### src/hdl/sact_ram.sv
`timescale 1ns / 1ps
// Generic simple dual-port RAM: one write port, one read port with registered read.
// Read during write to the same address returns the old contents. No dependencies.
module sact_ram #(
  parameter int WIDTH = 8,
  parameter int DEPTH = 16
) (
  input  logic                     clk,
  input  logic                     we,
  input  logic [$clog2(DEPTH)-1:0] wr_addr,
  input  logic [WIDTH-1:0]         wr_data,
  input  logic                     re,
  input  logic [$clog2(DEPTH)-1:0] rd_addr,
  output logic [WIDTH-1:0]         rd_data
);

  logic [WIDTH-1:0] mem [DEPTH];

  always_ff @(posedge clk) begin
    if (we) begin
      mem[wr_addr] <= wr_data;
    end
    if (re) begin
      rd_data <= mem[rd_addr];
    end
  end

endmodule

### config.mk
export PLATFORM = sky130hd
export DESIGN_NAME = sact_ram
export DESIGN_NICKNAME = d
export VERILOG_FILES = /design/src/hdl/sact_ram.sv
export SDC_FILE = /design/constraint.sdc
export NUM_CORES = 1
export LEC_CHECK = 0
export ABC_AREA = 1
export BUFFER_PORTS_ARGS = -buffer_cell sky130_fd_sc_hd__buf_2
export CORE_ASPECT_RATIO = 0.7
export CORE_MARGIN = 4
export CORE_UTILIZATION = 45
export CTS_BUF_LIST = sky130_fd_sc_hd__clkbuf_8
export DETAILED_ROUTE_END_ITERATION = 10
export PLACE_DENSITY_LB_ADDON = 0.2
export SYNTH_ARGS = -nofsm -noshare
export SYNTH_HDL_FRONTEND = slang
export SYNTH_SLANG_ARGS = --single-unit
export TNS_END_PERCENT = 100
### constraint.sdc
create_clock -name clk -period 2.1 [get_ports clk]
set_input_delay 0.315 -clock clk [delete_from_list [all_inputs] [get_ports clk]]
set_output_delay 0.315 -clock clk [all_outputs]
set_load 0.02 [all_outputs]
==> results of run 1 <==
Yosys cell counts, drive strengths merged:
| cell type | count | area share (%) |
|---|---|---|
| nand2 | 173 | 11 |
| nand3 | 97 | 8.3 |
| edfxtp | 136 | 70 |
| nand3b | 2 | 0.26 |
| buf | 24 | 2.8 |
| nor2 | 17 | 1.1 |
| inv | 102 | 6.5 |
worst paths after layout:
kind,from,to,cells past startpoint
worst min register to register,mem[12][1],rd_data[1],6
worst max-delay path,rd_data[2],rd_data[2],1
worst max register to register,mem[7][0],rd_data[0],6
worst min-delay path,re,rd_data[3],1
per-stage QoR:
stage / instances / hold slack (ns) / cell area, µm²
global route: 763 / 0.213 / 6580
CTS: 763 / 0.237 / 6580
global placement: 731 / 0.695 / 6160
floorplan: 551 / 0.414 / 5850
detailed placement: 731 / 0.695 / 6160
finish: 763 / 0.262 / 6580
sequential cells by signal, summed over array words and instances (netlist names):
register  cells
rd_data       8
mem         128
where the power goes:
| group | leakage [µW] | internal, µW | total, µW | switching [µW] |
|---|---|---|---|---|
| Clock | 0.000227 | 1380 | 2330 | 958 |
| Sequential | 0.00124 | 3060 | 3080 | 21.0 |
| Combinational | 0.00139 | 106 | 389 | 283 |
metal layers:
metal | track usage (%) | part of all wire (%) | routed length (µm) | vias up
met4 | 4.80 | 0.38 | 53 | 0
met3 | 6.30 | 9.6 | 1320 | 4
li1 | - | - | - | 1849
met2 | 27.1 | 40 | 5490 | 169
met5 | 0 | 0 | 0 | -
met1 | 31.5 | 50 | 6920 | 1798
kinds of logic after synthesis:
family,after synthesis,share of synthesized area [%]
buffers and inverters,126,9.39
and+or+nand+nor,289,20.8
DFF,136,69.8
placed cells by master (no fill, tap or decap), drive strengths merged:
cell type | Yosys | routed
buf | 24 | 42
bufinv | 0 | 5
clkbuf | 0 | 17
clkinv | 0 | 7
edfxtp | 136 | 136
inv | 102 | 105
nand2 | 173 | 173
nand3 | 97 | 97
nand3b | 2 | 2
nor2 | 17 | 17
cell type report:
class / count / area [µm²] / share of cell area [%]
multi-input cells: 289 / 1210 / 18.4
flip-flops and latches: 136 / 4080 / 62.0
repair buffers: 42 / 275 / 4.18
clock buffers: 17 / 234 / 3.55
inverters: 102 / 383 / 5.82
well taps: 162 / 203 / 3.08
clock inverters: 15 / 191 / 2.91
==> flow_summary.yaml, run 1 <==
run_status:
  status: "complete, no violations"
grt:
  antenna_found_initial: 0
  grt_pass1_wl_mm: 21.3
  grt_overflow: 0
  grtUsageTotal_pct: 20.1
  grt_max_degree: 65
  grt_pass1_vias: 3672
critical_path:
  crit_slowest_cell: "edfxtp_1"
  end_kind: "output pin"
  cpPeakStageDelay_ns: 0.45
  critPathLaunchType: "flop"
  path_buf_inv: 1
  path_cells: "buf_2"
  critPathKind: "reg -> out"
  path_max_fanout: 1
  crit_family: "flip-flops"
  required_ns: 1.78
  critPathArrivalTime_ns: 1.08
  reg2reg_setup_slack_ns: 0.92
timing:
  hold_violations: 0
  rsz0062_at_grt: "no"
  slew-limit-headroom_pct: 45.9
  period_share_pct: 66.6
  setup_viol: 0
  max_freq_mhz: 715
  final_max_slew_viol_count: 0
  fin_ws_ns: 0.701
  period_minus_slack_ns: 1.40
  tns_ns: 0
  finClkSkew_ns: 0.00894
  tightest_slew_ns: 0.809
clock_network:
  post_cts_buffers: 0
  numCtsBuffers: 17
  holdBufCountCts: 0
  htreeDepth: 4
  cts-resized-gates: 0
  cts_sinks: 136
  clk_root_buffer_cell: "clkbuf_8"
  insertion_delay_ns: 0.43
  cts_max_path_buffers: 2
  clk_pin_slew_worst_paths_ns: 0.07
  cts_tree: "built"
synthesis:
  avgSynthCellArea_um2: 10.6
  synth_nets: 570
  ys_seq_area_share_pct: 69.8
  synth_area_um2: 5850
  yosys_warnings: 0
  synthDistinctLibCells: 11
  ys_ff_latch: 136
  syn_inst: 551
pwr:
  ir_drop_mv: 0.479
  powerDensity_nw_per_um2: 881
  p_leak_uw: 0.00285
  finalPower_uw: 5800
routing:
  via_per_inst: 5.01
  drt_iter0_markers: 502
  drcViolationCount: 0
  post_drt_wl_per_cell_um: 18.1
  drt_wl_total_mm: 13.8
  vias: 3820
  final_antenna_net_count: 0
  dr.pass1.iters: 5
placed_design:
  portBuffers: 26
  gp_congestion: 0.808
  place_hpwl_mm: 8.52
  dp_slack_ns: 0.422
floorplan:
  core_area_um2: 12500
  io_pins: 27
  die_w_um: 144
  start_util_pct: 46.6
  die_h_um: 103
  die_area_um2: 14900
  num_rows: 34
final_layout:
  antenna_cells: 0
  fin_nets: 607
  utilization_pct: 52.5
  drive_above_1_share_pct: 11.5
  fillers: 1109
  syn_to_final_growth_pct: 12.6
hold_path:
  holdCritPathClass: "in -> reg"
run:
  maxCapViolations: 0
(Power assumes the default switching activity.)
==> run 2: changes to the inputs <==
- ABC_AREA: 1 -> 0
- clock period: 2.1 -> 1.2 ns (I/O delays scaled with it)
==> run 2 against run 1 <==
The run now ends with setup timing left; critical path depth rose by 2; sequential cell count unchanged; final cell count is 39% lower; sequential share of layout area grew 3.2 points; clock skew hardly changed; synthesized cell count is 58% lower; register-to-register slack got worse by 1.1 ns; global-route usage decreased by 3.2 points; critical path type is now reg -> reg; non-clock buffer count grew 20; combinational power up 67%; sequential power grew 75%; highest routed layer unchanged; die area down 9.9%.
==> flow_summary.yaml, run 2 <==
run_status:
  status: "complete, but fails checks"
  violations: "setup timing"
synthesis:
  synth_area_leaders: "edfxtp_1 78%, mux4_2 7.8%, mux4_1 7.0%"
  yosysMostFrequentCell: "edfxtp_1"
  ys_ff_latch: 136
  yosysTopAreaCellShare_pct: 78.1
  synth_nets: 248
  synth.largest_area_cell: "edfxtp_1"
  yosys_warnings: 0
  async_flop_share_pct: 0
  synth_edf_count: 136
  ys_seq_area_share_pct: 78.1
  avgSynthCellArea_um2: 22.8
  synth_area_um2: 5230
  synthDistinctLibCells: 18
  synthFlopType: "edfxtp_1"
  synth.top_cells.by_count: "136 x edfxtp_1, 18 x mux4_2, 16 x a22oi_1"
  syn_inst: 229
final_layout:
  fillers: 855
  layout_commonest_cell: "edfxtp_1"
  largest_reg_flops: 128
  drive_above_1_share_pct: 44.5
  fin_nets: 319
  reg_top3: "mem (128), rd_data (8)"
  antenna_cells: 0
  fin_area_um2: 6260
  syn_to_final_growth_pct: 19.7
  multiInputGateArea_um2: 1140
  seq_area_um2: 4080
  layout_common_cells: "136 x edfxtp_1, 32 x mux4_2, 27 x buf_4"
  largest_register: "mem"
critical_path:
  critPathArrivalTime_ns: 1.54
  cpPeakStageDelay_ns: 0.48
  reg2reg_setup_slack_ns: -0.19
  end_kind: "flop"
  crit_slowest_cell: "mux4_2"
  path_buf_inv: 0
  required_ns: 1.36
  critPathKind: "reg -> reg"
  crit_family: "multiplexers"
  path_cells: "mux4_2 > a22oi_2 > nand2_1"
  path_max_fanout: 1
  critPathLaunchType: "flop"
clock_network:
  cts_tree: "built"
  htreeDepth: 4
  clk_pin_slew_worst_paths_ns: 0.07
  cts_max_path_buffers: 2
  holdBufCountCts: 0
  insertion_delay_ns: 0.41
  post_cts_buffers: 0
  clk_root_buffer_cell: "clkbuf_8"
  cts_sinks: 136
  numCtsBuffers: 17
routing:
  drt_wl_total_mm: 10.6
  post_drt_wl_per_cell_um: 23.0
  vias: 2486
  drt_iter0_markers: 190
  dr.pass1.iters: 4
  final_antenna_net_count: 0
  drcViolationCount: 0
  via_per_inst: 5.37
floorplan:
  start_util_pct: 46.8
  core_area_um2: 11200
  num_rows: 32
  die_area_um2: 13400
  die_h_um: 98.2
  io_pins: 27
  die_w_um: 137
placed_design:
  gp_congestion: 0.744
  portBuffers: 26
  place_hpwl_mm: 7.21
  postPlaceCellArea_um2: 5850
timing:
  period_share_pct: 116
  period_minus_slack_ns: 1.39
  tightest_slew_ns: 1.02
  slew-limit-headroom_pct: 31.4
  finClkSkew_ns: 0.00903
  rsz0062_at_grt: "yes"
  fin_ws_ns: -0.186
  max_freq_mhz: 721
  whs_ns: 0.143
  final_max_slew_viol_count: 0
  setup_viol: 10
  hold_violations: 0
grt:
  grt_overflow: 0
  grt_max_degree: 17
  grt_pass1_wl_mm: 16.1
  grtUsageTotal_pct: 16.8
  grt_pass1_vias: 2678
  antenna_found_initial: 0
pwr:
  powerDensity_nw_per_um2: 1450
  ir_drop_mv: 0.878
  p_leak_uw: 0.00207
hold_path:
  holdCritPathClass: "in -> reg"
run:
  maxCapViolations: 0
## run 2: changes by cell type after synthesis, sizes merged, moves of 2 or more
cell	delta
nor3	+4
nor2	-4
mux4	+32
nand2b	+2
a22oi	+16
clkdlybuf4s25	+3
inv	-102
nand3	-96
nand2	-164
buf	-17
## run 2: per-stage QoR
step | TNS (ns) | power [µW] | util [%] | instances | worst slack (ns)
final | -1.34 | 9060 | 56.0 | 463 | -0.186
after global routing | -1.77 | 9430 | 56.0 | 463 | -0.240
after CTS | -1.40 | 9130 | 55.7 | 463 | -0.188
after detailed placement | -17.56 | 6090 | 52.4 | 434 | -0.517
after global placement | -16.13 | 6070 | 52.4 | 434 | -0.498
after floorplan | -2.34 | 5810 | - | 229 | -0.180
## run 2: layer usage
metal / track usage, % / wire [µm] / share of wire [%]
met3: 4.79 / 1030 / 9.7
met1: 25.9 / 4610 / 43
met2: 24.1 / 4960 / 47
met5: 0 / 0 / 0
met4: 3.68 / 19 / 0.18
## run 2: cell type report
cell class / count / area share, %
flip-flops and latches: 136 / 65.3
multi-input cells: 83 / 18.2
repair buffers: 62 / 8.60
clock buffers: 17 / 3.74
well taps: 153 / 3.06
clock inverters: 12 / 1.18
## run 2: logic make-up after synthesis
family	share of synthesized area (%)
flip-flops	78.1
AND/OR/NAND/NOR	3.14
multiplexers	14.8
AO/OA/AOI/OAI	2.30
buffers and inverters	1.65
## run 2: final timing paths
kind,depth (start not counted),to,start
setup / recovery,3,rd_data[4],mem[10][4]
setup reg to reg,3,rd_data[4],mem[10][4]
hold / removal,1,rd_data[4],re
hold reg to reg,3,rd_data[7],mem[4][7]
## run 2: what timing repair did
action / 4_1_cts / 5_1_grt
endpoints found under the hold margin: 0 / 0
setup endpoints to repair: 12 / 12
gates resized for setup: 19 / 6
pin swaps: 2 / 4
## run 2: power by group
part / internal [µW] / leakage [µW] / switching (µW) / total [µW]
Sequential: 5350 / 0.00124 / 34.6 / 5380
Clock: 1530 / 0.000173 / 1500 / 3030
Combinational: 295 / 0.000657 / 354 / 650
Total: 7170 / 0.00207 / 1890 / 9060
==> run 3: changes to the inputs <==
- CORE_ASPECT_RATIO: 0.7 -> 1.4
- RECOVER_POWER: unset -> 100
==> run 3 against run 2 <==
The flow still finishes with violations (setup timing); total power rose by 11%; non-clock buffer count decreased by 2; sequential power about the same; utilization is 1.9 points lower; count of clock-buffer cells in the layout stayed put; largest power group unchanged; sequential cell count stayed put; register-to-register slack worse by 0.02 ns.
==> flow_summary.yaml, run 3 (same netlist as run 2, synthesis figures left out) <==
routing:
  drt_iter0_markers: 141
  final_antenna_net_count: 0
  drcViolationCount: 0
  drt_wl_total_mm: 10.1
  post_drt_wl_per_cell_um: 22.3
  dr.pass1.iters: 7
  vias: 2477
  via_per_inst: 5.44
critical_path:
  crit_slowest_cell: "mux4_2"
  setup.worst_path.end: "rd_data[1]"
  rr_endpoint: "rd_data[1]"
  reg2reg_setup_slack_ns: -0.21
  path_max_fanout: 1
  critPathKind: "reg -> reg"
  cp_num_cells: 3
  cpPeakStageDelay_ns: 0.50
  crit_family: "multiplexers"
  critPathArrivalTime_ns: 1.59
  end_kind: "flop"
  crit-reg2reg-launch: "mem[3][1]"
  required_ns: 1.38
  startpoint: "mem[3][1]"
  path_cells: "mux4_2 > a22oi_2 > nand2_1"
  critPathLaunchType: "flop"
  path_buf_inv: 0
  ff2ff_path_depth: 3
final_layout:
  drive_above_1_share_pct: 36.0
  largest_reg_flops: 128
  fin_nets: 317
  antenna_cells: 0
  fin_area_um2: 6140
  layout_commonest_cell: "edfxtp_1"
  syn_to_final_growth_pct: 17.5
  fillers: 900
  reg_top3: "mem (128), rd_data (8)"
  layout_common_cells: "136 x edfxtp_1, 32 x mux4_2, 20 x clkbuf_1"
  utilization_pct: 54.2
  largest_register: "mem"
floorplan:
  core_area_um2: 11300
  die_w_um: 99.1
  num_rows: 46
  die_h_um: 136
  start_util_pct: 46.1
  io_pins: 27
  die_area_um2: 13400
grt:
  grtUsageTotal_pct: 16.4
  grt_pass1_wl_mm: 15.6
  antenna_found_initial: 0
  grt_pass1_vias: 2689
  grt_max_degree: 19
  grt_overflow: 0
timing:
  max_freq_mhz: 711
  rsz0062_at_grt: "yes"
  period_minus_slack_ns: 1.41
  final_max_slew_viol_count: 0
  whs_ns: 0.211
  period_share_pct: 117
  fin_ws_ns: -0.207
  tightest_slew_ns: 0.848
  finClkSkew_ns: 0.00660
  setup_viol: 8
  hold_violations: 0
  slew-limit-headroom_pct: 43.3
clock_network:
  clk_root_buffer_cell: "clkbuf_8"
  clk_pin_slew_worst_paths_ns: 0.08
  cts_max_path_buffers: 2
  cts_tree: "built"
  cts_sinks: 136
  htreeDepth: 4
  numCtsBuffers: 17
  insertion_delay_ns: 0.43
run_status:
  violations: "setup timing"
  status: "complete, but fails checks"
placed_design:
  dp_slack_ns: -0.550
  portBuffers: 26
  place_hpwl_mm: 6.70
  postPlaceCellArea_um2: 5800
  gp_congestion: 0.750
hold_path:
  holdCritPathClass: "in -> reg"
  holdPathStages: 1
pwr:
  p_leak_uw: 0.00200
  finalPower_uw: 10100
  ir_drop_mv: 0.680
  powerDensity_nw_per_um2: 1640
run:
  maxCapViolations: 0
run 3: power by group:
part | internal [µW] | leakage [µW] | switching (µW)
Clock | 2440 | 0.000222 | 1680
Sequential | 5350 | 0.00124 | 26.6
Combinational | 252 | 0.000544 | 326
Total | 8040 | 0.00200 | 2030
run 3: worst reg2reg max path, stage by stage (launching register included):
cell and delay (ns):
edfxtp_1 0.37, mux4_2 0.50, a22oi_2 0.20, nand2_1 0.09
run 3: worst min path at each step:
stage                    start          to  slack, ns
floorplan           wr_data[0]   mem[0][0]       0.28
global placement            re  rd_data[5]       0.55
detailed placement          re  rd_data[5]       0.56
CTS                         re  rd_data[3]       0.08
global route                re  rd_data[3]       0.21
finish                      re  rd_data[3]       0.21
run 3: timing repair:
item / CTS / global route
cloned: 0 / 0
setup endpoints to repair: 9 / 13
hold endpoints to repair: 0 / 0
resized for setup: 3 / 13
setup buffers: 0 / 0
hold buffers: 0 / 0
pin swaps: 2 / 5
run 3: through the flow:
step	cells	TNS, ns
after global placement	423	-15.76
after global routing	455	-2.11
after floorplan	229	-2.34
after detailed placement	423	-17.78
final	455	-1.39
after CTS	455	-1.61
run 3: per-layer routing:
layer | up-vias | routed length [µm] | track usage (%) | part of all wire (%)
met2 | 55 | 5530 | 27.7 | 55
li1 | 1101 | - | - | -
met3 | 14 | 355 | 4.17 | 3.5
met5 | - | 0 | 0 | 0
met1 | 1307 | 4130 | 20.6 | 41
met4 | 0 | 123 | 5.92 | 1.2
run 3: layout make-up:
class                      count  area, µm²  area share (%)
sequential                   136       4080            66.5
multi-input combinational     83       1060            17.3
timing repair buffer          60        374            6.09
clock buffer                  17        234            3.81
clock inverter                15        209            3.40
tap                          144        180            2.93
